File: config.mk
export PLATFORM = sky130hd
export DESIGN_NAME = tcce_front
export DESIGN_NICKNAME = d
export VERILOG_FILES = /design/src/rtl/tcce_pkg.sv /design/src/rtl/tcce_front.sv
export SDC_FILE = /design/constraint.sdc
export NUM_CORES = 1
export LEC_CHECK = 0
export BUFFER_PORTS_ARGS = -buffer_cell sky130_fd_sc_hd__buf_2
export CORE_AREA = 2 2 45 56
export DETAILED_ROUTE_END_ITERATION = 7
export DIE_AREA = 0 0 47 58
export PLACE_DENSITY = 0.87
export SETUP_SLACK_MARGIN = 0.4
export SYNTH_ARGS = -nofsm -noshare
export SYNTH_HDL_FRONTEND = slang
export SYNTH_SLANG_ARGS = --single-unit
File: constraint.sdc
create_clock -name vclk -period 2.54
set_input_delay 0.635 -clock vclk [all_inputs]
set_output_delay 0.635 -clock vclk [all_outputs]
set_load 0.01 [all_outputs]
File: src/rtl/tcce_pkg.sv
// shared types, constants and helpers of the text console cell engine
`timescale 1ns / 1ps

package tcce_pkg;

  localparam int MAX_COLS    = 80;
  localparam int MAX_ROWS    = 25;
  localparam int CELLS       = MAX_COLS * MAX_ROWS;
  localparam int IDX_W       = $clog2(CELLS);
  localparam int ROW_W       = 5;
  localparam int COL_W       = 7;
  localparam int QUEUE_DEPTH = 2;
  localparam int QPTR_W      = (QUEUE_DEPTH > 1) ? $clog2(QUEUE_DEPTH) : 1;
  localparam int QCNT_W      = $clog2(QUEUE_DEPTH + 1);

  // command codes
  localparam logic [2:0] CMD_PUT    = 3'd0;
  localparam logic [2:0] CMD_WRITE  = 3'd1;
  localparam logic [2:0] CMD_READ   = 3'd2;
  localparam logic [2:0] CMD_CURSOR = 3'd3;
  localparam logic [2:0] CMD_CLEAR  = 3'd4;

  // configuration register indexes
  localparam logic [1:0] REG_TEXT_COLOR  = 2'd0;
  localparam logic [1:0] REG_BLANK_COLOR = 2'd1;
  localparam logic [1:0] REG_COLUMNS     = 2'd2;
  localparam logic [1:0] REG_ROWS        = 2'd3;

  // control characters
  localparam logic [7:0] CH_SPACE = 8'h20;
  localparam logic [7:0] CH_BS    = 8'h08;
  localparam logic [7:0] CH_NL    = 8'h0A;
  localparam logic [7:0] CH_CR    = 8'h0D;

  typedef enum logic [3:0] {
    OP_NOP,
    OP_TEXT,
    OP_BS,
    OP_NL,
    OP_CR,
    OP_WRITE,
    OP_READ,
    OP_CURSOR,
    OP_CLEAR,
    OP_REJECT
  } op_t;

  typedef struct packed {
    op_t              op;
    logic [7:0]       ch;
    logic [7:0]       color;
    logic [ROW_W-1:0] row;
    logic [COL_W-1:0] col;
  } item_t;

  typedef struct packed {
    logic [ROW_W-1:0] rows;
    logic [COL_W-1:0] cols;
  } geom_t;

  typedef struct packed {
    logic [7:0] text_color;
    logic [7:0] blank_color;
    geom_t      geom;
  } cfg_t;

  // result word, read_char in the lowest bits
  typedef struct packed {
    logic [1:0]       pad;
    logic             scrolled;
    logic             status;
    logic [COL_W-1:0] cursor_col;
    logic [ROW_W-1:0] cursor_row;
    logic [7:0]       read_color;
    logic [7:0]       read_char;
  } result_t;

  function automatic logic [COL_W-1:0] eff_cols(input logic [COL_W-1:0] raw);
    logic [COL_W-1:0] v;
    v = raw;
    if (raw == '0) v = COL_W'(1);
    else if (raw > COL_W'(MAX_COLS)) v = COL_W'(MAX_COLS);
    return v;
  endfunction

  function automatic logic [ROW_W-1:0] eff_rows(input logic [ROW_W-1:0] raw);
    logic [ROW_W-1:0] v;
    v = raw;
    if (raw == '0) v = ROW_W'(1);
    else if (raw > ROW_W'(MAX_ROWS)) v = ROW_W'(MAX_ROWS);
    return v;
  endfunction

endpackage

File: src/rtl/tcce_front.sv
// front end: request intake and command classification
`timescale 1ns / 1ps

module tcce_front (
  input  logic            s_tvalid,
  output logic            s_tready,
  input  logic [31:0]     s_tdata,
  input  logic            busy,
  input  tcce_pkg::geom_t geom,
  input  logic            q_full,
  output logic            q_push,
  output tcce_pkg::item_t q_item
);
  import tcce_pkg::*;

  logic [2:0]       cmd;
  logic [7:0]       ch;
  logic [7:0]       color;
  logic [ROW_W-1:0] row;
  logic [COL_W-1:0] col;
  logic             on_screen;

  assign cmd   = s_tdata[2:0];
  assign ch    = s_tdata[10:3];
  assign color = s_tdata[18:11];
  assign row   = s_tdata[23:19];
  assign col   = s_tdata[30:24];

  assign on_screen = (row < eff_rows(geom.rows)) && (col < eff_cols(geom.cols));

  always_comb begin
    q_item.ch    = ch;
    q_item.color = color;
    q_item.row   = row;
    q_item.col   = col;
    case (cmd)
      CMD_PUT: begin
        case (ch)
          CH_BS:   q_item.op = OP_BS;
          CH_NL:   q_item.op = OP_NL;
          CH_CR:   q_item.op = OP_CR;
          default: q_item.op = OP_TEXT;
        endcase
      end
      CMD_WRITE:  q_item.op = on_screen ? OP_WRITE : OP_REJECT;
      CMD_READ:   q_item.op = on_screen ? OP_READ : OP_REJECT;
      CMD_CURSOR: q_item.op = on_screen ? OP_CURSOR : OP_REJECT;
      CMD_CLEAR:  q_item.op = OP_CLEAR;
      default:    q_item.op = OP_NOP;
    endcase
  end

  assign s_tready = !q_full && !busy;
  assign q_push   = s_tvalid && s_tready;

endmodule

After elaboration in Yosys (flattened, before gate mapping)
Index checks and enable logic that the tools add are counted.
Widths: inputs -> output; s select.
- flip-flop bits (word level): 0
- word-level logic and storage cells: 28
- input bits: 47
- output and inout port bits: 34
- eq/ne operators: 7
- reductions and logical operators: 8
- muxes and demuxes: 9
- order comparisons: 4
- operator list (operator ; count):
    $eq 8x4->1 const B ; 3
    $pmux 4 s5 ; 1
    $mux 7 ; 2
    $mux 4 ; 3
    $mux 5 ; 2
    $pmux 3 s3 ; 1
    $gt 7x7->1 const B ; 1
    $logic_not 7->1 ; 1
    $lt 7x7->1 ; 1
    $eq 3x2->1 const B ; 2
    $gt 5x5->1 const B ; 1
    $logic_not 5->1 ; 1
    $lt 5x5->1 ; 1
    $eq 3x1->1 const B ; 1
    $eq 3x3->1 const B ; 1
    $logic_and 1x1->1 ; 3
    $logic_not 3->1 ; 1
    $logic_not 1->1 ; 2

Depth between registers and ports, before layout
Gate-level depths: netlist of the first run.
- depth in word-level cells: 7
- gate-level depth with buffers: 8
- gate-level depth less buffers: 8

Worst setup path before layout of the first run
OpenSTA, ideal clock, no wires.
- path kind: input to output
- start: in geom[5] in the netlist's numbering
- end: out q_item[29] in the netlist's numbering
- stages on the path: 8
- setup slack: -192 ps
- path buffers: 0
- data arrival time: 2097 ps
- data required time: 1905 ps
- path through: o21ai_1 -> nand2_1 -> ha_1 -> a211oi_1 -> nor2_1 -> a2111oi_4 -> nand4_2 -> o32ai_1
- RTL lines (what ; line ; text):
    start, declared ; tcce_front.sv:9 ; input tcce_pkg::geom_t geom,
    end, declared ; tcce_front.sv:12 ; output tcce_pkg::item_t q_item

==> results of run 1 <==
routing by layer:
metal	vias to the layer above	track usage (%)	share of wire, %
met2	39	21.9	54
met4	0	4.37	1.4
met5	-	0	0
met3	6	0	8.2
met1	321	10.2	36
li1	387	-	-
area by class of cell:
class	count	area, um2
inverters	5	18.8
fillers	243	1210
well taps	31	38.8
multi-input cells	57	503
repair buffers	73	414
Yosys cell counts, drive strengths merged:
library cell   n
buf           28
ha            10
nand2          9
inv            5
nor2           5
o21ai          5
a21oi          3
nor3           3
a21o           2
nand3          2
nand4          2
o32ai          2
or2            2
a2111oi        1
a211o          1
a211oi         1
a22oi          1
and2           1
and3           1
nand4b         1
nor4           1
o2111ai        1
o21a           1
or4            1
xor2           1
final timing paths:
kind | end | depth (start not counted) | from
hold / removal | q_item[13] | 0 | s_tdata[12]
setup / recovery | q_item[30] | 11 | geom[5]
power by group through the flow:
stage                     clock network, mW  logic [mW]  registers, mW
after detailed placement                  0       0.160              0
after global placement                    0       0.157              0
after global routing                      0       0.198              0
final                                     0       0.178              0
after CTS                                 0       0.165              0
after floorplan                           0       0.114              0
logic make-up after synthesis:
group                      after synthesis
xor gates and xnor gates                 1
buffers and inverters                   33
AOI/OAI and AO/OA                       18
adders and majority gates               10
and+or+nand+nor                         28
timing repair:
item                                    CTS  global route
hold endpoints to repair                  0             0
gates resized for setup                   7            11
buffers inserted                          0             2
pin swaps                                 7            12
endpoints found under the setup margin    4             4
==> impl_results.md, run 1 <==
- Crit path max-delay cell type: a2111oi_4
- Port bufs: 64
- Synth Area in Compound Gates: 22.3%
- Share of cells above drive strength 1: 66.7%
- WP buf/inv: 3
- GRT overflow: 0
- Clk network pwr share: 0%
- Share of power burned in registers: 0%
- Register area share after synthesis: 0%
- Number of diodes: 0
- Core area: about 0.0022 mm2
- Vias per cell: roughly 4.5
- Unrepaired setup endpoints after global routing: true
- Combinational power share: 100.0%
- Crit-path leading delay family: compound AO/OA/AOI/OAI gates
- DR iter-0 viols: 6
- Internal: 0.0941 mW
- Violated checks: negative setup slack
- DP HPWL: ~1500 um
- Vias in the first global route: around 650
- Distinct cell type count after synthesis: 29
- Leading cell types in the layout, fill and taps excluded: 61 x buf_2, 9 x nand2_1, 9 x buf_4
- Detailed-route DRC error count: 0
- Crit path time final: around 2.9 ns
- Die area: about 0.0027 mm2
- WP data required: about 1.9 ns
- DR WL/cell: 9.75 um
- Leading post-synthesis cells by cell area: buf_4 32%, ha_1 19%, nand2_1 5.2%
- Seq. cell area: 0 um2
- Setup-failing EPs final: 4
- Vias after detailed routing: 753
- Maximum vdd drop: 0.0000881 V
- Row count: 19
- Area share of the largest cell type after synthesis: 32.2%
- Final Util: 44.6%
- Final WS setup: -0.367 ns
- Post-Layout Cell Count: between 150 and 200
- Final Hold Fails: 0
- Largest net degree at the start of global routing: 6
- P_sw: roughly 0.084 mW
- Net Sw Frac: 47.1%
- Achievable Freq: ~340 MHz
- Largest family of logic cells by synthesized area: buffers and inverters
- Slew Viols, Final: 0
- Clkbuf count: 0
- CP Capture Type: output port
- Final Cycle Share: 114%
- CP peak stage delay: ~0.31 ns
- Die Y: just under 60 um
- GRT Util Overall: a little over a tenth
- Crit path kind: in2out
- Width of the die: about 47 um
- Power Total: 0.178 mW
- Synth Cell Area: about 650 um2
- Most common cell after layout, fill and taps aside: buf_2
- Mux contribution to synthesized area: 0%
- Post-DP Area: just under 900 um2
- Syn nets: about 150
- Leak pwr: between 0.5 and 0.6 nW
- Power Dens Cells: 182 mW/mm2
- Hold Path Class: in2out
- Slew @ Worst Pin: around 0.29 ns
- Nets: slightly below 200
- Routed WL: around 1600 um
- Syn-to-layout area delta: 49.5%
- Ordered cell list for the critical path: buf_8, o21ai_4, nand2_1, ha_2, a211oi_2, nor2_2, a2111oi_4, buf_4, nand3_2, o32ai_2, buf_2
- Post-Syn Area per Cell: ~7.2 um2
- Max_slew headroom: approximately four fifths
- Critical Path Start Type: primary input
- Status: finished with violations
- Adder-Cell Fraction of Synth Area: about a fifth
- Syn. warnings: 0
- Simple-Gate Fraction of Synth Area: roughly 22%
- Dpl cells: about 160
- Drt first pass iters: 3
- Starting Density: slightly below 30%
- Final setup TNS: -1.32 ns
- Cells after synthesis: 90
- Global-route wire length before repair: about 2300 um
- GP Congestion: between 0.6 and 0.7
- Critical path fanouts, max: 4
- Hold WS: between 1 and 1.5 ns
- Pre-CTS setup slack: -0.357 ns
- Xor and xnor area share after synthesis: under 10%
- Post-DRT Antenna Nets: 0
- Max Cap Viol: 0
- FFs & Latches: 0
- Finished Cell Area: 975 um2
- CTS Hold Bufs: 0
- # IOs: between 80 and 90
- Crit path DAT: roughly 2.3 ns
- Initial antenna violation count: 0
- Synth area leader: buf_4
No activity file was read; power rests on OpenSTA's default activity.
==> run 2, diff against run 1 <==
- PLACE_DENSITY: 0.87 -> 0.74
==> run 2 against run 1 <==
Effect of this change:
- the run still ends with negative setup slack left
- first-iteration DRC count grew 17%
- cell count shrank 2.4%
- via count shrank 1.7%
- flip-flop and latch count is the same
- die area is the same
- non-clock buffer count shrank 4
- core utilization shrank 3.5 points
- global-route usage shrank 1.1 points
- fmax grew 1.6%
- combinational power shrank 11%
- largest cell class unchanged
==> impl_results.md, run 2 (same netlist as run 1, synthesis figures left out) <==
- Global-route wire length before repair: 2080 um (was 2300 um)
- Post-DP Area: 861 um2 (was 891 um2)
- FFs & Latches: 0 (unchanged)
- DR WL/cell: 9.62 um (was 9.75 um)
- Starting Density: 29.8% (unchanged)
- Port bufs: 64 (unchanged)
- Status: finished with violations (unchanged)
- Nets: 190 (was 194)
- CTS Hold Bufs: 0 (unchanged)
- Ordered cell list for the critical path: buf_8, o21ai_4, nand2_1, ha_1, a211o_1, o21ai_2, nand4_2, o21a_1, buf_2 (was buf_8, o21ai_4, nand2_1, ha_2, a211oi_2, nor2_2, a2111oi_4, buf_4, nand3_2, o32ai_2, buf_2)
- Max Cap Viol: 0 (unchanged)
- Seq. cell area: 0 um2 (unchanged)
- Clkbuf count: 0 (unchanged)
- Critical Path Start Type: primary input (unchanged)
- Crit path kind: in2out (unchanged)
- Initial antenna violation count: 0 (unchanged)
- Vias per cell: 4.57 (was 4.54)
- GP Congestion: 0.719 (was 0.688)
- Unrepaired setup endpoints after global routing: true (unchanged)
- Crit path time final: 2.86 ns (was 2.91 ns)
- Achievable Freq: 350 MHz (was 344 MHz)
- CP peak stage delay: 0.28 ns (was 0.31 ns)
- Slew @ Worst Pin: 0.326 ns (was 0.294 ns)
- Routed WL: 1560 um (was 1620 um)
- Crit-path leading delay family: compound AO/OA/AOI/OAI gates (unchanged)
- Critical path fanouts, max: 4 (unchanged)
- Finished Cell Area: 898 um2 (was 975 um2)
- Core area: 0.00219 mm2 (unchanged)
- Drt first pass iters: 4 (was 3)
- Leading cell types in the layout, fill and taps excluded: 62 x buf_2, 9 x nand2_1, 9 x ha_1 (was 61 x buf_2, 9 x nand2_1, 9 x buf_4)
- Maximum vdd drop: 0.0000714 V (was 0.0000881 V)
- Vias in the first global route: 586 (was 648)
- Final setup TNS: -1.05 ns (was -1.32 ns)
- Hold Path Class: in2out (unchanged)
- Violated checks: negative setup slack (unchanged)
- Crit path max-delay cell type: ha_1 (was a2111oi_4)
- Share of cells above drive strength 1: 63.4% (was 66.7%)
- Vias after detailed routing: 740 (was 753)
- Setup-failing EPs final: 4 (unchanged)
- WP data required: 1.90 ns (about the same)
- GRT Util Overall: 9.58% (was 10.7%)
- GRT overflow: 0 (unchanged)
- Max_slew headroom: 78.2% (was 80.4%)
- Row count: 19 (unchanged)
- Detailed-route DRC error count: 0 (unchanged)
- Slew Viols, Final: 0 (unchanged)
- DR iter-0 viols: 7 (was 6)
- Die Y: 58 um (unchanged)
- Crit path DAT: 2.23 ns (was 2.27 ns)
- # IOs: 81 (unchanged)
- Final Cycle Share: 113% (was 114%)
- DP HPWL: 1460 um (was 1490 um)
- Number of diodes: 0 (unchanged)
- Power Dens Cells: 177 mW/mm2 (was 182 mW/mm2)
- Final Hold Fails: 0 (unchanged)
- Syn-to-layout area delta: 37.8% (was 49.5%)
- WP buf/inv: 2 (was 3)
- Width of the die: 47 um (unchanged)
- Pre-CTS setup slack: -0.375 ns (was -0.357 ns)
- CP Capture Type: output port (unchanged)
- Most common cell after layout, fill and taps aside: buf_2 (unchanged)
- Post-DRT Antenna Nets: 0 (unchanged)
- Largest net degree at the start of global routing: 6 (unchanged)
- Leak pwr: 0.489 nW (was 0.526 nW)
- Die area: 0.00273 mm2 (unchanged)
- Final WS setup: -0.321 ns (was -0.367 ns)
run 2: cell types whose count changed in the layout (fill, tap and decap cells not counted), sizes merged:
| cell | delta |
|---|---|
| buf | -4 |
run 2: final timing paths:
| check | start | end | slack, ns | cells past startpoint |
|---|---|---|---|---|
| worst max-delay path | geom[5] | q_item[28] | -0.32 | 9 |
| worst min-delay path | s_tdata[12] | q_item[13] | 1.27 | 0 |
run 2: report_power, final:
part | switching, mW | internal [mW] | total (mW)
clock network | 0 | 0 | 0
registers | 0 | 0 | 0
logic | 0.0777 | 0.0817 | 0.159
run 2: per-layer routing:
layer | global-route usage, % | vias up | wire length (um)
met3 | 0 | 0 | 169
li1 | - | 376 | -
met5 | 0 | - | 0
met1 | 10.0 | 324 | 548
met2 | 20.4 | 40 | 840
met4 | 0.794 | 0 | 0
run 2: timing repair:
item / CTS / global route
resized for setup: 7 / 1
setup endpoints to repair: 4 / 4
buffers inserted: 1 / 1
pin swaps: 3 / 2
run 2: cell type report:
type	count	area, um2
Fill cell	243	1290
Inverter	5	18.8
Timing Repair Buffer	69	374
Tap cell	31	38.8
Multi-Input combinational cell	57	467
run 2: metrics by stage:
stage	power [mW]	utilization (%)	cells	hold slack (ns)
floorplan	0.114	-	90	1.32
global placement	0.150	39.4	160	1.27
detailed placement	0.154	39.4	160	1.27
CTS	0.160	40.7	161	1.27
global route	0.178	41.1	162	1.27
finish	0.159	41.1	162	1.27
==> run 3, diff against run 2 <==
--- a/config.mk
+++ b/config.mk
@@ -7,7 +7,7 @@
 export LEC_CHECK = 0
 export BUFFER_PORTS_ARGS = -buffer_cell sky130_fd_sc_hd__buf_2
-export CORE_AREA = 2 2 45 56
+export CORE_AREA = 5 5 48 59
 export DETAILED_ROUTE_END_ITERATION = 7
-export DIE_AREA = 0 0 47 58
+export DIE_AREA = 0 0 53 64
 export PLACE_DENSITY = 0.74
 export SETUP_SLACK_MARGIN = 0.4
==> constraint.sdc (replaced) <==
create_clock -name vclk -period 2.54
set_input_delay 0.508 -clock vclk [all_inputs]
set_output_delay 0.508 -clock vclk [all_outputs]
set_load 0.01 [all_outputs]
==> run 3 against run 2 <==
Effect of this change:
- the flow still finishes with violations (negative setup slack)
- worst hold slack worse by 0.25 ns
- flip-flop and latch count is the same
- fmax is 9.6% higher
- via count decreased by 0.27%
- largest cell class unchanged
- cell count fell by 1.2%
- clock-buffer cell count unchanged
- worst setup slack improved by 0.25 ns
- total power up 3.8%
- global-route usage up 0.43 points
- core utilization shrank 0.22 points
- highest routed layer is now met4
- critical path depth stayed put
==> impl_results.md, run 3 (same netlist as run 1, synthesis figures left out) <==
- Routed WL: 1810 um (was 1560 um)
- WP data required: 2.03 ns (was 1.90 ns)
- Slew Viols, Final: 0 (unchanged)
- Post-DP Area: 846 um2 (was 861 um2)
- Global-route wire length before repair: 2850 um (was 2080 um)
- Critical path fanouts, max: 4 (unchanged)
- Internal: 0.0845 mW (was 0.0817 mW)
- WHS Path Cells: 0 (unchanged)
- Unrepaired setup endpoints after global routing: true (unchanged)
- Final Cycle Share: 103% (was 113%)
- GRT Util Overall: 10.0% (was 9.58%)
- Dpl cells: 158 (was 160)
- Post-DRT Antenna Nets: 0 (unchanged)
- DR WL/cell: 11.3 um (was 9.62 um)
- # IOs: 81 (unchanged)
- DP HPWL: 1690 um (was 1460 um)
- Max_slew headroom: 78.0% (was 78.2%)
- Leading cell types in the layout, fill and taps excluded: 62 x buf_2, 8 x nand2_1, 8 x ha_1 (was 62 x buf_2, 9 x nand2_1, 9 x ha_1)
- Share of power burned in registers: 0% (about the same)
- Achievable Freq: 383 MHz (was 350 MHz)
- Final Hold Fails: 0 (unchanged)
- Drt first pass iters: 4 (unchanged)
- Combinational power share: 100.0% (about the same)
- Syn-to-layout area delta: 38.6% (was 37.8%)
- Maximum vdd drop: 0.0000771 V (was 0.0000714 V)
- Slew @ Worst Pin: 0.330 ns (was 0.326 ns)
- Port bufs: 64 (unchanged)
- Number of diodes: 0 (unchanged)
- Final WS setup: -0.0697 ns (was -0.321 ns)
- Nets: 188 (was 190)
- Vias in the first global route: 753 (was 586)
- Leak pwr: 0.480 nW (was 0.489 nW)
- Vias per cell: 4.61 (was 4.57)
- Clkbuf count: 0 (unchanged)
- Pre-CTS setup slack: -0.128 ns (was -0.375 ns)
- Hold_sp: s_tdata[12] (unchanged)
- Core area: 0.00221 mm2 (was 0.00219 mm2)
- Max Cap Viol: 0 (unchanged)
- Share of cells above drive strength 1: 65.1% (was 63.4%)
- Seq. cell area: 0 um2 (unchanged)
- Violated checks: negative setup slack (unchanged)
- Starting Density: 29.5% (was 29.8%)
- CTS Hold Bufs: 0 (unchanged)
- Power Dens Cells: 183 mW/mm2 (was 177 mW/mm2)
- GRT overflow: 0 (unchanged)
- Hold Path Class: in2out (unchanged)
- Power Total: 0.165 mW (was 0.159 mW)
- Finished Cell Area: 903 um2 (was 898 um2)
- Status: finished with violations (unchanged)
- Die Y: 64 um (was 58 um)
- Setup-failing EPs final: 3 (was 4)
- CP Capture Type: output port (unchanged)
- Net Sw Frac: 48.9% (was 48.8%)
- Detailed-route DRC error count: 0 (unchanged)
- Hold endpoint: q_item[13] (unchanged)
- Clk network pwr share: 0% (about the same)
- P_sw: 0.0809 mW (was 0.0777 mW)
- Crit path time final: 2.61 ns (was 2.86 ns)
- DR iter-0 viols: 7 (unchanged)
- Crit path kind: in2out (unchanged)
- GP Congestion: 0.782 (was 0.719)
- Die area: 0.00339 mm2 (was 0.00273 mm2)
- Post-Layout Cell Count: 160 (was 162)
- Critical Path Start Type: primary input (unchanged)
- Width of the die: 53 um (was 47 um)
- Largest net degree at the start of global routing: 6 (unchanged)
- Most common cell after layout, fill and taps aside: buf_2 (unchanged)
- Hold WS: 1.02 ns (was 1.27 ns)
- Crit path DAT: 2.10 ns (was 2.23 ns)
- Initial antenna violation count: 0 (unchanged)
- Vias after detailed routing: 738 (was 740)
- FFs & Latches: 0 (unchanged)
- Row count: 19 (unchanged)
## run 3: worst max-delay path, stage by stage
cell	delay (ns)
buf_6	0.10
o21ai_4	0.17
nand2_1	0.12
ha_4	0.22
a211o_1	0.26
o21ai_2	0.21
nand4_2	0.15
o21a_1	0.22
buf_2	0.13
## run 3: power groups by stage
stage	clock [mW]	sequential, mW	combinational [mW]
2_1_floorplan	0	0	0.114
3_3_place_gp	0	0	0.147
3_5_place_dp	0	0	0.153
4_1_cts	0	0	0.160
5_1_grt	0	0	0.184
6_report	0	0	0.165
## run 3: layout make-up
cell class	count	area [um2]
inverter	5	18.8
fill	234	1310
tap	31	38.8
timing repair buffer	67	359
multi-input combinational	57	487
## run 3: routing by layer
| layer | vias up | share of wire [%] | GRT usage, % |
|---|---|---|---|
| li1 | 373 | - | - |
| met1 | 321 | 35 | 10.1 |
| met2 | 40 | 52 | 21.3 |
| met3 | 4 | 12 | 0.698 |
| met4 | 0 | 1.3 | 1.28 |
| met5 | - | 0 | 0 |
## run 3: how the worst max path moves through the flow
stage	start	depth (start not counted)	endpoint
CTS	geom[5]	10	q_item[28]
floorplan	geom[5]	7	q_item[28]
detailed placement	geom[5]	10	q_item[28]
global route	geom[4]	9	q_item[28]
finish	geom[4]	9	q_item[28]
global placement	geom[5]	10	q_item[28]
## run 3: stage by stage
step / setup TNS [ns] / util, %
after floorplan: 0 / -
after global placement: -0.211 / 38.3
after detailed placement: -0.324 / 38.3
after CTS: -0.115 / 39.6
after global routing: -0.579 / 40.9
final: -0.166 / 40.9
## run 3: repair_timing
action                     in CTS  in global routing
cloned                          0                  0
buffers inserted                1                  1
setup endpoints to repair       4                  4
resized for setup               8                  3
pin swaps                       5                  3
