===== src/rtl/tcce_pkg.sv =====
// shared types, constants and helpers of the text console cell engine
`timescale 1ns / 1ps

package tcce_pkg;

  localparam int MAX_COLS    = 80;
  localparam int MAX_ROWS    = 25;
  localparam int CELLS       = MAX_COLS * MAX_ROWS;
  localparam int IDX_W       = $clog2(CELLS);
  localparam int ROW_W       = 5;
  localparam int COL_W       = 7;
  localparam int QUEUE_DEPTH = 2;
  localparam int QPTR_W      = (QUEUE_DEPTH > 1) ? $clog2(QUEUE_DEPTH) : 1;
  localparam int QCNT_W      = $clog2(QUEUE_DEPTH + 1);

  // command codes
  localparam logic [2:0] CMD_PUT    = 3'd0;
  localparam logic [2:0] CMD_WRITE  = 3'd1;
  localparam logic [2:0] CMD_READ   = 3'd2;
  localparam logic [2:0] CMD_CURSOR = 3'd3;
  localparam logic [2:0] CMD_CLEAR  = 3'd4;

  // configuration register indexes
  localparam logic [1:0] REG_TEXT_COLOR  = 2'd0;
  localparam logic [1:0] REG_BLANK_COLOR = 2'd1;
  localparam logic [1:0] REG_COLUMNS     = 2'd2;
  localparam logic [1:0] REG_ROWS        = 2'd3;

  // control characters
  localparam logic [7:0] CH_SPACE = 8'h20;
  localparam logic [7:0] CH_BS    = 8'h08;
  localparam logic [7:0] CH_NL    = 8'h0A;
  localparam logic [7:0] CH_CR    = 8'h0D;

  typedef enum logic [3:0] {
    OP_NOP,
    OP_TEXT,
    OP_BS,
    OP_NL,
    OP_CR,
    OP_WRITE,
    OP_READ,
    OP_CURSOR,
    OP_CLEAR,
    OP_REJECT
  } op_t;

  typedef struct packed {
    op_t              op;
    logic [7:0]       ch;
    logic [7:0]       color;
    logic [ROW_W-1:0] row;
    logic [COL_W-1:0] col;
  } item_t;

  typedef struct packed {
    logic [ROW_W-1:0] rows;
    logic [COL_W-1:0] cols;
  } geom_t;

  typedef struct packed {
    logic [7:0] text_color;
    logic [7:0] blank_color;
    geom_t      geom;
  } cfg_t;

  // result word, read_char in the lowest bits
  typedef struct packed {
    logic [1:0]       pad;
    logic             scrolled;
    logic             status;
    logic [COL_W-1:0] cursor_col;
    logic [ROW_W-1:0] cursor_row;
    logic [7:0]       read_color;
    logic [7:0]       read_char;
  } result_t;

  function automatic logic [COL_W-1:0] eff_cols(input logic [COL_W-1:0] raw);
    logic [COL_W-1:0] v;
    v = raw;
    if (raw == '0) v = COL_W'(1);
    else if (raw > COL_W'(MAX_COLS)) v = COL_W'(MAX_COLS);
    return v;
  endfunction

  function automatic logic [ROW_W-1:0] eff_rows(input logic [ROW_W-1:0] raw);
    logic [ROW_W-1:0] v;
    v = raw;
    if (raw == '0) v = ROW_W'(1);
    else if (raw > ROW_W'(MAX_ROWS)) v = ROW_W'(MAX_ROWS);
    return v;
  endfunction

endpackage


===== src/rtl/tcce_queue.sv =====
// short command queue between front and back end
`timescale 1ns / 1ps

module tcce_queue (
  input  logic            clk,
  input  logic            rst,
  input  logic            push,
  input  tcce_pkg::item_t push_item,
  output logic            full,
  input  logic            pop,
  output tcce_pkg::item_t pop_item,
  output logic            empty
);
  import tcce_pkg::*;

  item_t             slots [QUEUE_DEPTH];
  logic [QPTR_W-1:0] wr_ptr;
  logic [QPTR_W-1:0] rd_ptr;
  logic [QCNT_W-1:0] count;

  function automatic logic [QPTR_W-1:0] ptr_inc(input logic [QPTR_W-1:0] p);
    return (p == QPTR_W'(QUEUE_DEPTH - 1)) ? '0 : p + 1'b1;
  endfunction

  assign full     = (count == QCNT_W'(QUEUE_DEPTH));
  assign empty    = (count == '0);
  assign pop_item = slots[rd_ptr];

  always_ff @(posedge clk) begin
    if (rst) begin
      wr_ptr <= '0;
      rd_ptr <= '0;
      count  <= '0;
    end else begin
      if (push) wr_ptr <= ptr_inc(wr_ptr);
      if (pop) rd_ptr <= ptr_inc(rd_ptr);
      case ({push, pop})
        2'b10:   count <= count + 1'b1;
        2'b01:   count <= count - 1'b1;
        default: count <= count;
      endcase
    end
  end

  always_ff @(posedge clk) begin
    if (push) slots[wr_ptr] <= push_item;
  end

endmodule


===== config.mk =====
export PLATFORM = sky130hd
export DESIGN_NAME = tcce_queue
export DESIGN_NICKNAME = d
export VERILOG_FILES = /design/src/rtl/tcce_pkg.sv /design/src/rtl/tcce_queue.sv
export SDC_FILE = /design/constraint.sdc
export NUM_CORES = 1
export LEC_CHECK = 0
export CORE_ASPECT_RATIO = 0.75
export CORE_MARGIN = 2
export CORE_UTILIZATION = 45
export CTS_CLUSTER_DIAMETER = 60
export DETAILED_ROUTE_END_ITERATION = 7
export DONT_BUFFER_PORTS = 1
export GPL_TIMING_DRIVEN = 0
export SLEW_MARGIN = 20
export SYNTH_ARGS = -nofsm -noshare
export SYNTH_HDL_FRONTEND = slang
export SYNTH_SLANG_ARGS = --single-unit

===== constraint.sdc =====
create_clock -name clk -period 2.18 [get_ports clk]
set_input_delay 0.436 -clock clk [delete_from_list [all_inputs] [get_ports clk]]
set_output_delay 0.436 -clock clk [all_outputs]
set_load 0.05 [all_outputs]

---- Yosys cells after proc, flatten, opt, wreduce, memory -nomap -nowiden ----
Memories as Yosys holds them, arrays and structs flattened. A register that Yosys moved wholly into a read port is not among the register bits.
Cells that the tools add are included.
cells by class
  add/sub/neg operators ................... 4
  equal/unequal tests ..................... 3
  muxes and demuxes ....................... 7
  reductions and logical operators ........ 2
operator list
  operator                                              number
  2-to-1 mux 1 bit                                      6
  equality test 2 bit (second input constant)           2
  case mux 2 bit (2 select lines)                       1
  adder 1 bit (second input constant)                   2
  adder 2 x 1 -> 2 bit (second input constant)          1
  equality test 2 x 1 -> 1 bit (second input constant)  1
  logical NOT 2 bit                                     1
  nonzero test 2 bit                                    1
  subtractor 2 x 1 -> 2 bit (second input constant)     1
storage, ports and cells
  bits in registers ....................... 4
  memory bits (writable) .................. 64
  bits of input ports ..................... 36
  output and inout port bits .............. 34
  logic and storage cells ................. 20
  memories ................................ 1
memories
  name   words  width  rd ports  clocked after Yosys merged registers in  write ports  line              source
  slots  2      32     1         1                                        1            tcce_queue.sv:16  item_t slots [QUEUE_DEPTH];

---- Depth between registers and ports, before layout ----
Gate-level depths: netlist of run 1.
  depth in word-level cells ............... 4
  mapped depth ............................ 5
  depth with buffers taken out ............ 5

---- Worst setup path before layout of run 1 ----
OpenSTA, ideal clock, no wires.
  path kind ............................... input-to-reg
  start point ............................. input port push
  end point ............................... memory slots[0][0] (netlist name), enable pin
  setup time .............................. 0.422 ns
  arrival time ............................ 1.841 ns
  data required time ...................... 1.758 ns
  path slack .............................. -0.083 ns
  cell stages on the path ................. 2
  path buffers ............................ 0
  path through ............................ inv_1 > nor2_1
between the ends
  cells in the longest elaborated chain, start to end .. 2
RTL lines
  what                                    line              source
  start: declaration                      tcce_queue.sv:7   input logic push,
  2-to-1 mux 1 bit                        tcce_queue.sv:46  if (push) slots[wr_ptr] <= push_item;
  2-to-1 mux 1 bit (implied by the code)  tcce_queue.sv:46
  end: declaration                        tcce_queue.sv:16
Every way passes these cells.

==> impl_metrics.env, run 1 <==
export IMPL_first_pass_iters=5
export IMPL_fraction_of_layout_instances_using_a_drive_strength_above_1=0.353
export IMPL_yosys_area_share_adder=0.00498
export IMPL_die_h_um=68.7
export IMPL_critPathBufInv=2
export IMPL_worst_ep_required_time_ns=1.74
export IMPL_grt_start_max_net_pins=33
export IMPL_post_cts_setup_buffer_count=0
export IMPL_clock_tree_buffer_depth=2
export IMPL_end_kind="output pin"
export IMPL_worst_ir_drop_vdd_mv=0.537
export IMPL_critical_path_endpoint="pop_item[31]"
export IMPL_slew_headroom=0.412
export IMPL_report_final_hold_viol_count=0
export IMPL_post_synth_xor_area_fraction=0.0139
export IMPL_design_die_area_um2=6210
export IMPL_power_frac_seq=0.540
export IMPL_place_port_buffers=0
export IMPL_netSwitchingPower_uw=781
export IMPL_layout_filler_cells=454
export IMPL_worst_path_max_delay_cell="mux2_1"
export IMPL_post_dp_hpwl_mm=2.72
export IMPL_cts_h_tree_lvls=3
export IMPL_layout_min_cycle_time_ns=2.09
export IMPL_post_synth_top_count_cell="edfxtp_1"
export IMPL_register_to_register_setup_slack_ns=0.68
export IMPL_groute_usage_overall=0.132
export IMPL_cts_sinks=69
export IMPL_number_of_cells_on_the_worst_reg_to_reg_path=1
export IMPL_critical_path_cell_count=3
export IMPL_skew_ns=0.00673
export IMPL_worstReg2RegStart="wr_ptr$_SDFFE_PP0P_"
export IMPL_maxCapViolCount=0
export IMPL_cts_tree="done"
export IMPL_clock_root_buffer="clkbuf_8"
export IMPL_path_max_fanout=10
export IMPL_nNetsFinal=171
export IMPL_total_clock_buffers_created_by_cts=9
export IMPL_largest_family_of_logic_cells_by_synthesized_area="multiplexers"
export IMPL_synth_yosys_warnings=0
export IMPL_synth_area_um2=2510
export IMPL_synthDistinctLibCells=16
export IMPL_grt_pass1_vias=1120
export IMPL_worst_setup_path_start_kind="register"
export IMPL_yosysTopAreaCellShare=0.765
export IMPL_synth_net_count=159
export IMPL_p_per_area_nw_per_um2=1030
export IMPL_max_stage_delay_ns=0.54
export IMPL_synth_edff_count=64
export IMPL_totalNegativeSetupSlack_ns=0
export IMPL_num_antenna_cells=0
export IMPL_grt_setup_unrepaired="no"
export IMPL_simple_gate_share_of_the_synthesized_area=0.0174
export IMPL_synth_compound_area_frac=0.00398
export IMPL_drt_wl_total_mm=3.88
export IMPL_finalSetupViolations=0
export IMPL_yosysSeqAreaShare=0.804
export IMPL_path_cells="clkbuf_1, buf_4, mux2_1"
export IMPL_grt_first_pass_wirelength_mm=5.82
export IMPL_family_with_the_most_delay_on_the_worst_path="multiplexers"
export IMPL_synthesis_instances=122
export IMPL_power_share_combinational=0.159
export IMPL_avgRoutedWirePerCell_um=18.1
export IMPL_insertion_delay_ns=0.32
export IMPL_crit_reg2reg_capture="slots[1][8]$_DFFE_PP_"
export IMPL_area_growth_syn_to_layout_pct=12.1
export IMPL_syn_area_per_cell_um2=20.6
export IMPL_synth_largest_area_cell="edfxtp_1"
export IMPL_clock_fmax_mhz=479
export IMPL_core_um2=5350
export IMPL_drt_iter0_markers=44
export IMPL_post_route_util=0.526
export IMPL_ant_nets=0
export IMPL_max_slew_violations=0
export IMPL_globalRouteOverflowTotal=0
export IMPL_clock_pin_slew_of_the_registers_on_the_worst_case_setup_and_hold_paths_ns=0.06
export IMPL_die_width_um=90.3
export IMPL_synth_commonest_cells="64 x edfxtp_1, 30 x mux2_2, 6 x nor2_1"
export IMPL_status="completed"
export IMPL_synth_top_cells_by_area="edfxtp_1 76%, mux2_2 13%, dfxtp_1 4.0%"
export IMPL_synth_seq_cells=69
export IMPL_hold_class="input pin to register"
export IMPL_floorplan_initialDensity=0.470
export IMPL_p_int_uw=2120
export IMPL_via_per_inst=4.98
export IMPL_worst_slew_pin_transition_ns=0.878
export IMPL_holdBufCountCts=0
export IMPL_num_vias=1065
export IMPL_gates_resized_cts_repair=0
export IMPL_worst_endpoint_arrival_ns=1.65
export IMPL_path_class="register to output pin"
export IMPL_finalCritPeriodShare=0.958
export IMPL_post_route_drc_count=0
export IMPL_grt_antenna_before_repair=0
export IMPL_sw_share=0.269
export IMPL_async_flop_share=0
export IMPL_clkPwrFrac=0.302
export IMPL_globalplace_congestion=0.600
export IMPL_dominantRegCellSynth="edfxtp_1"
export IMPL_yosys_mux_area_fraction=0.143
export IMPL_design_portCount=70
export IMPL_floorplan_rows=23
export IMPL_leakage_uw=0.000923
-- layout make-up --
| cell class | count | area [µm²] | share of cell area |
|---|---|---|---|
| Tap cell | 75 | 93.8 | 0.0333 |
| Buffer | 4 | 26.3 | 0.00933 |
| Clock inverter | 1 | 7.51 | 0.00266 |
| Clock buffer | 15 | 166 | 0.0591 |
| Multi-Input combinational cell | 48 | 470 | 0.167 |
| Timing Repair Buffer | 1 | 27.5 | 0.00977 |
| Sequential cell | 69 | 2020 | 0.718 |
| Inverter | 1 | 3.75 | 0.00133 |
-- cell usage in the layout (no fill, tap or decap) --
| cell | count |
|---|---|
| mux2_1 | 2 |
| clkbuf_8 | 11 |
| inv_1 | 1 |
| xor2_1 | 1 |
| and2_2 | 1 |
| dfxtp_1 | 5 |
| nor2_1 | 5 |
| xnor2_1 | 3 |
| o21ai_0 | 1 |
| a21oi_1 | 1 |
| or3_1 | 1 |
| nor2_4 | 1 |
| buf_4 | 3 |
| clkinvlp_4 | 1 |
| mux2_2 | 30 |
| clkbuf_1 | 5 |
| ha_1 | 1 |
| and2b_2 | 1 |
| buf_16 | 1 |
| edfxtp_1 | 64 |
-- kinds of logic (layout without fill, tap and decap cells) --
logic type | Yosys count | count (layout)
and+or+nand+nor | 9 | 9
buffers and inverters | 5 | 22
AOI/OAI and AO/OA | 2 | 2
xor gates and xnor gates | 4 | 4
adders and majority gates | 1 | 1
muxes | 32 | 32
DFF | 69 | 69
-- routing by layer --
layer | vias up | global-route usage | wire length, µm
met5 | - | 0 | 0
met4 | 0 | 0.0577 | 43
met2 | 50 | 0.227 | 2020
li1 | 490 | - | -
met3 | 5 | 0.0761 | 374
met1 | 520 | 0.136 | 1440
-- state kept, by name (all words and copies together) (netlist names), named ones only --
name	cells
slots	64
rd_ptr	1
wr_ptr	1
count	2
-- worst min-delay path by stage --
| stage | from | end | slack (ns) | cells after the start |
|---|---|---|---|---|
| 3_5_place_dp | count[1]$_SDFFE_PP0P_ | count[1]$_SDFFE_PP0P_ | 0.50 | 2 |
| 3_3_place_gp | count[1]$_SDFFE_PP0P_ | count[1]$_SDFFE_PP0P_ | 0.48 | 2 |
| 2_1_floorplan | count[1]$_SDFFE_PP0P_ | count[1]$_SDFFE_PP0P_ | 0.46 | 2 |
| 4_1_cts | rst | count[1]$_SDFFE_PP0P_ | 0.15 | 1 |
| 6_report | rst | count[1]$_SDFFE_PP0P_ | 0.17 | 1 |
| 5_1_grt | rst | count[0]$_SDFFE_PP0P_ | 0.15 | 1 |
-- power groups by stage --
stage / Clock, µW / Sequential [µW] / Combinational (µW)
3_5_place_dp: 0 / 1600 / 466
3_3_place_gp: 0 / 1590 / 449
6_report: 875 / 1570 / 461
4_1_cts: 911 / 1570 / 467
2_1_floorplan: 0 / 1590 / 416
5_1_grt: 966 / 1570 / 479
-- through the flow --
stage               hold slack [ns]  setup slack [ns]  area (µm²)  cells  power [µW]
finish                        0.173            0.0924        2820    214        2900
floorplan                     0.461             0.462        2520    122        2000
detailed placement            0.499             0.406        2640    198        2060
global placement              0.475            0.0694        2610    197        2040
CTS                           0.153            0.0478        2820    214        2950
global route                  0.152           0.00407        2820    214        3020
(Power assumes the default switching activity.)
==> inputs of run 2 (changes only) <==
==> constraint.sdc (replaced) <==
create_clock -name clk -period 1.8 [get_ports clk]
set_input_delay 0.36 -clock clk [delete_from_list [all_inputs] [get_ports clk]]
set_output_delay 0.36 -clock clk [all_outputs]
set_load 0.05 [all_outputs]
==> run 2 against run 1 <==
Compared with the run above:
- total power up 22%
- final cell count down 0.47%
- global-route usage unchanged
- clock-buffer cell count unchanged
- largest power group unchanged
- sequential share of layout area down 0.65 points
- final area up 0.98%
- critical endpoint is now pop_item[20]
- flip-flop and latch count unchanged
==> impl_metrics.env, run 2 (same netlist as run 1, synthesis figures left out) <==
export IMPL_drt_wl_total_mm=3.85
export IMPL_layout_filler_cells=447
export IMPL_timing_hold_worst_path_depth=1
export IMPL_finalCritPeriodShare=0.984
export IMPL_report_final_hold_viol_count=0
export IMPL_floorplan_rows=23
export IMPL_globalplace_congestion=0.600
export IMPL_largest_register="slots"
export IMPL_core_um2=5350
export IMPL_worst_ir_drop_vdd_mv=0.649
export IMPL_path_max_fanout=10
export IMPL_cts_sinks=69
export IMPL_crit_reg2reg_capture="slots[1][8]$_DFFE_PP_"
export IMPL_skew_ns=0.00667
export IMPL_max_slew_violations=0
export IMPL_worst_slew_pin_transition_ns=0.878
export IMPL_design_portCount=70
export IMPL_total_power_uw=3530
export IMPL_post_cts_setup_buffer_count=0
export IMPL_layout_common_cells="64 x edfxtp_1, 25 x mux2_2, 11 x clkbuf_8, 7 x mux2_4, 5 x nor2_1"
export IMPL_worst_ep_required_time_ns=1.44
export IMPL_floorplan_initialDensity=0.470
export IMPL_register_to_register_setup_slack_ns=0.31
export IMPL_nNetsFinal=170
export IMPL_grt_start_max_net_pins=33
export IMPL_drt_iter0_markers=42
export IMPL_end_kind="output pin"
export IMPL_globalRouteOverflowTotal=0
export IMPL_grt_pass1_vias=1105
export IMPL_layout_cells_most_common="edfxtp_1"
export IMPL_critical_hold_path_startpoint="rst"
export IMPL_first_pass_iters=6
export IMPL_cts_tree="done"
export IMPL_status="completed"
export IMPL_clock_pin_slew_of_the_registers_on_the_worst_case_setup_and_hold_paths_ns=0.06
export IMPL_slew_headroom=0.412
export IMPL_groute_usage_overall=0.132
export IMPL_finalSetupViolations=0
export IMPL_grt_antenna_before_repair=0
export IMPL_num_antenna_cells=0
export IMPL_clock_tree_buffer_depth=2
export IMPL_biggestRegsByFlops="slots x64, count x2"
export IMPL_hold_class="input pin to register"
export IMPL_die_width_um=90.3
export IMPL_area_growth_syn_to_layout_pct=13.2
export IMPL_num_vias=1063
export IMPL_number_of_cells_on_the_worst_reg_to_reg_path=1
export IMPL_p_per_area_nw_per_um2=1240
export IMPL_whs_endpoint="count[1]$_SDFFE_PP0P_"
export IMPL_post_route_util=0.532
export IMPL_place_port_buffers=0
export IMPL_clock_fmax_mhz=564
export IMPL_ant_nets=0
export IMPL_path_class="register to output pin"
export IMPL_cts_h_tree_lvls=3
export IMPL_post_route_drc_count=0
export IMPL_die_h_um=68.7
export IMPL_post_dp_hpwl_mm=2.72
export IMPL_clock_root_buffer="clkbuf_8"
export IMPL_worst_setup_path_start_kind="register"
export IMPL_grt_first_pass_wirelength_mm=5.80
export IMPL_maxCapViolCount=0
export IMPL_fraction_of_layout_instances_using_a_drive_strength_above_1=0.377
export IMPL_leakage_uw=0.000949
export IMPL_layout_min_cycle_time_ns=1.77
export IMPL_finished_layout_cell_area_um2=2850
export IMPL_total_clock_buffers_created_by_cts=9
export IMPL_via_per_inst=4.99
export IMPL_design_die_area_um2=6210
export IMPL_worstReg2RegStart="wr_ptr$_SDFFE_PP0P_"
export IMPL_grt_setup_unrepaired="yes"
export IMPL_worst_endpoint_arrival_ns=1.41
export IMPL_placed_cell_area_um2=2640
export IMPL_max_ffs_per_register=64
export IMPL_avgRoutedWirePerCell_um=18.1
export IMPL_numPlacedInstances=198
export IMPL_layout_cells_non_filler=213
export IMPL_insertion_delay_ns=0.32
==> run 2: cell types whose count changed in the layout (fill, tap and decap cells not counted), sizes merged <==
cell / previous run / this run
clkbuf: 16 / 15
==> run 2: cell type report <==
class,instances,area [µm²],share of cell area
Sequential cell,69,2020,0.711
Tap cell,75,93.8,0.0330
Timing Repair Buffer,1,27.5,0.00967
Inverter,1,3.75,0.00132
Buffer,3,26.3,0.00923
Clock buffer,15,166,0.0585
Clock inverter,1,7.51,0.00264
Multi-Input combinational cell,48,497,0.175
==> run 2: power by group <==
part,switching [µW],leakage [µW],internal (µW)
sequential,35.2,0.000642,1870
combinational,430,0.000223,139
clock,483,0.0000840,578
total,948,0.000949,2580
==> run 2: worst max-delay path by stage <==
| stage | from | endpoint | slack (ns) |
|---|---|---|---|
| 3_3_place_gp | push | slots[0][16]$_DFFE_PP_ | -0.23 |
| 2_1_floorplan | push | slots[0][0]$_DFFE_PP_ | 0.16 |
| 4_1_cts | register | pop_item[30] | -0.07 |
| 5_1_grt | register | pop_item[21] | -0.03 |
| 3_5_place_dp | register | pop_item[31] | 0.10 |
| 6_report | register | pop_item[20] | 0.03 |
==> run 2: critical path, cell delays in order (launching register included) <==
cell     delay, ns
dfxtp_2       0.39
buf_4         0.22
mux2_2        0.48
==> run 2: through the flow <==
stage,TNS (ns),hold slack [ns],worst slack (ns)
4_1_cts,-2.03,0.0766,-0.0746
3_5_place_dp,0,0.434,0.102
6_report,0,0.0971,0.0281
5_1_grt,-0.423,0.0755,-0.0281
3_3_place_gp,-10.71,0.431,-0.235
2_1_floorplan,0,0.429,0.158
==> run 2: timing repair <==
item / CTS / global route
endpoints found under the setup margin: 30 / 30
gates resized for setup: 3 / 8
pin swaps: 0 / 0
hold buffers: 0 / 0
==> run 2: layer usage <==
metal	vias to the layer above	routed length, µm	GRT usage
met5	-	0	0
met2	48	2040	0.225
met3	5	365	0.0761
li1	488	-	-
met1	522	1410	0.138
met4	0	43	0.0577
==> inputs of run 3 (changes only) <==
--- a/config.mk
+++ b/config.mk
@@ -5,13 +5,15 @@
 export SDC_FILE = /design/constraint.sdc
 export NUM_CORES = 1
 export LEC_CHECK = 0
-export CORE_ASPECT_RATIO = 0.75
+export CELL_PAD_IN_SITES_DETAIL_PLACEMENT = 0
+export CELL_PAD_IN_SITES_GLOBAL_PLACEMENT = 1
 export CORE_MARGIN = 2
 export CORE_UTILIZATION = 45
 export CTS_CLUSTER_DIAMETER = 60
 export DETAILED_ROUTE_END_ITERATION = 7
 export DONT_BUFFER_PORTS = 1
 export GPL_TIMING_DRIVEN = 0
+export PLACE_DENSITY_LB_ADDON = 0.1
 export SLEW_MARGIN = 20
 export SYNTH_ARGS = -nofsm -noshare
 export SYNTH_HDL_FRONTEND = slang
==> run 3 against run 2 <==
Compared with the run above:
- final area grew 3.8%
- sequential share of layout area shrank 2.6 points
- setup slack gained 0.0037 ns
- global-route usage is essentially flat
- clock power grew 20%
- critical path type unchanged
- critical endpoint unchanged
- highest routed layer unchanged
==> impl_metrics.env, run 3 (same netlist as run 1, synthesis figures left out) <==
export IMPL_critical_hold_path_startpoint="rst"
export IMPL_die_width_um=78.7
export IMPL_timing_hold_worst_path_depth=1
export IMPL_core_um2=5440
export IMPL_post_dp_hpwl_mm=2.53
export IMPL_post_route_util=0.543
export IMPL_number_of_cells_on_the_worst_reg_to_reg_path=2
export IMPL_num_vias=1050
export IMPL_post_cts_setup_buffer_count=0
export IMPL_finalCritPeriodShare=0.982
export IMPL_p_per_area_nw_per_um2=1280
export IMPL_fraction_of_layout_instances_using_a_drive_strength_above_1=0.388
export IMPL_gates_resized_cts_repair=16
export IMPL_place_port_buffers=0
export IMPL_layout_common_cells="64 x edfxtp_1, 20 x mux2_4, 12 x mux2_2, 9 x clkbuf_8, 5 x nor2_1"
export IMPL_clock_pin_slew_of_the_registers_on_the_worst_case_setup_and_hold_paths_ns=0.07
export IMPL_max_slew_violations=0
export IMPL_power_frac_seq=0.503
export IMPL_maxCapViolCount=0
export IMPL_grt_first_pass_wirelength_mm=5.77
export IMPL_drt_iter0_markers=35
export IMPL_power_share_combinational=0.161
export IMPL_clock_tree_buffer_depth=2
export IMPL_slew_headroom=0.412
export IMPL_grt_antenna_before_repair=0
export IMPL_numPlacedInstances=196
export IMPL_netSwitchingPower_uw=975
export IMPL_clkPwrFrac=0.336
export IMPL_die_h_um=78.7
export IMPL_worstReg2RegStart="wr_ptr$_SDFFE_PP0P_"
export IMPL_route_top_layer_used="met4"
export IMPL_wl_met2_mm=2.03
export IMPL_met3WireLength_um=334
export IMPL_path_max_fanout=10
export IMPL_worst_ep_required_time_ns=1.44
export IMPL_p_int_uw=2800
export IMPL_globalRouteOverflowTotal=0
export IMPL_report_final_hold_viol_count=0
export IMPL_m1WireLength_mm=1.39
export IMPL_skew_ns=0.00624
export IMPL_worst_endpoint_arrival_ns=1.41
export IMPL_path_cells="buf_4, mux2_2"
export IMPL_worst_ir_drop_vdd_mv=0.596
export IMPL_nNetsFinal=171
export IMPL_post_route_drc_count=0
export IMPL_hold_class="input pin to register"
export IMPL_ant_nets=0
export IMPL_placed_cell_area_um2=2670
export IMPL_cts_tree="done"
export IMPL_insertion_delay_ns=0.32
export IMPL_design_die_area_um2=6200
export IMPL_worst_setup_path_start_kind="register"
export IMPL_total_clock_buffers_created_by_cts=9
export IMPL_first_pass_iters=4
export IMPL_num_antenna_cells=0
export IMPL_max_ffs_per_register=64
export IMPL_largest_register="slots"
export IMPL_groute_usage_overall=0.133
export IMPL_floorplan_initialDensity=0.462
export IMPL_grt_setup_unrepaired="yes"
export IMPL_cts_sinks=69
export IMPL_clock_root_buffer="clkbuf_8"
export IMPL_holdBufCountCts=0
export IMPL_globalplace_congestion=0.686
export IMPL_cts_h_tree_lvls=3
export IMPL_layout_cells_most_common="edfxtp_1"
export IMPL_end_kind="output pin"
export IMPL_clock_fmax_mhz=566
export IMPL_layout_cells_non_filler=211
export IMPL_max_stage_delay_ns=0.48
export IMPL_area_growth_syn_to_layout_pct=17.5
export IMPL_layout_min_cycle_time_ns=1.77
export IMPL_path_class="register to output pin"
export IMPL_worst_slew_pin_transition_ns=0.878
export IMPL_floorplan_rows=27
export IMPL_status="completed"
export IMPL_leakage_uw=0.00103
export IMPL_grt_pass1_vias=1172
export IMPL_hold_worst_slack_ns=0.101
export IMPL_finalSetupViolations=0
export IMPL_register_to_register_setup_slack_ns=0.42
export IMPL_sw_share=0.258
export IMPL_worst_path_max_delay_cell="mux2_2"
export IMPL_avgRoutedWirePerCell_um=17.9
export IMPL_finished_layout_cell_area_um2=2950
export IMPL_crit_reg2reg_capture="slots[1][3]$_DFFE_PP_"
export IMPL_drt_wl_total_mm=3.79
export IMPL_grt_start_max_net_pins=18
export IMPL_via_per_inst=4.98
export IMPL_biggestRegsByFlops="slots x64, count x2"
export IMPL_layout_filler_cells=435
export IMPL_design_portCount=70
==> run 3: cell types whose count changed in the layout (fill, tap and decap cells not counted), moves of 2 or more <==
| cell | previous run | this run |
|---|---|---|
| clkinv_1 | 0 | 2 |
| clkinv_2 | 0 | 2 |
| mux2_2 | 25 | 12 |
| mux2_4 | 7 | 20 |
| clkbuf_8 | 11 | 9 |
| bufinv_16 | 0 | 2 |
| clkbuf_1 | 4 | 1 |
==> run 3: layout make-up <==
cell class / count / area, µm² / share of cell area
Sequential cell: 69 / 2020 / 0.685
Multi-Input combinational cell: 48 / 546 / 0.185
Clock buffer: 10 / 128 / 0.0432
Tap cell: 72 / 90.1 / 0.0305
Clock inverter: 6 / 77.6 / 0.0263
Timing Repair Buffer: 2 / 55.1 / 0.0186
Buffer: 3 / 30.0 / 0.0102
Inverter: 1 / 3.75 / 0.00127
==> run 3: metal layers <==
metal,track usage,up-vias
met3,0.0614,2
met2,0.219,38
met1,0.133,519
met5,0,-
met4,0.0895,0
li1,-,491
==> run 3: per-stage QoR <==
step | power (µW) | TNS, ns | worst slack (ns)
finish | 3780 | 0 | 0.0318
global route | 3930 | -0.512 | -0.0541
CTS | 3810 | -0.119 | -0.0154
detailed placement | 2500 | 0 | 0.119
global placement | 2470 | -13.03 | -0.268
floorplan | 2430 | 0 | 0.158
==> run 3: how the worst max path moves through the flow <==
stage,from,endpoint,slack (ns),cells after the start
after global placement,push,slots[0][17]$_DFFE_PP_,-0.27,2
after CTS,register,pop_item[20],-0.02,2
after global routing,register,pop_item[20],-0.05,2
final,register,pop_item[20],0.03,2
after floorplan,push,slots[0][0]$_DFFE_PP_,0.16,2
after detailed placement,register,pop_item[31],0.12,3
==> run 3: critical path: cells and delay by family (launching register included) <==
| family | cells | cell delay [ns] |
|---|---|---|
| muxes | 1 | 0.48 |
| DFF | 1 | 0.39 |
| buffers and inverters | 1 | 0.21 |
==> run 3: power by group through the flow <==
stage                     combinational [µW]  clock [µW]  sequential [µW]
after floorplan                          504           0             1920
after global placement                   547           0             1930
after detailed placement                 573           0             1930
after CTS                                598        1310             1900
after global routing                     637        1380             1910
final                                    608        1270             1900
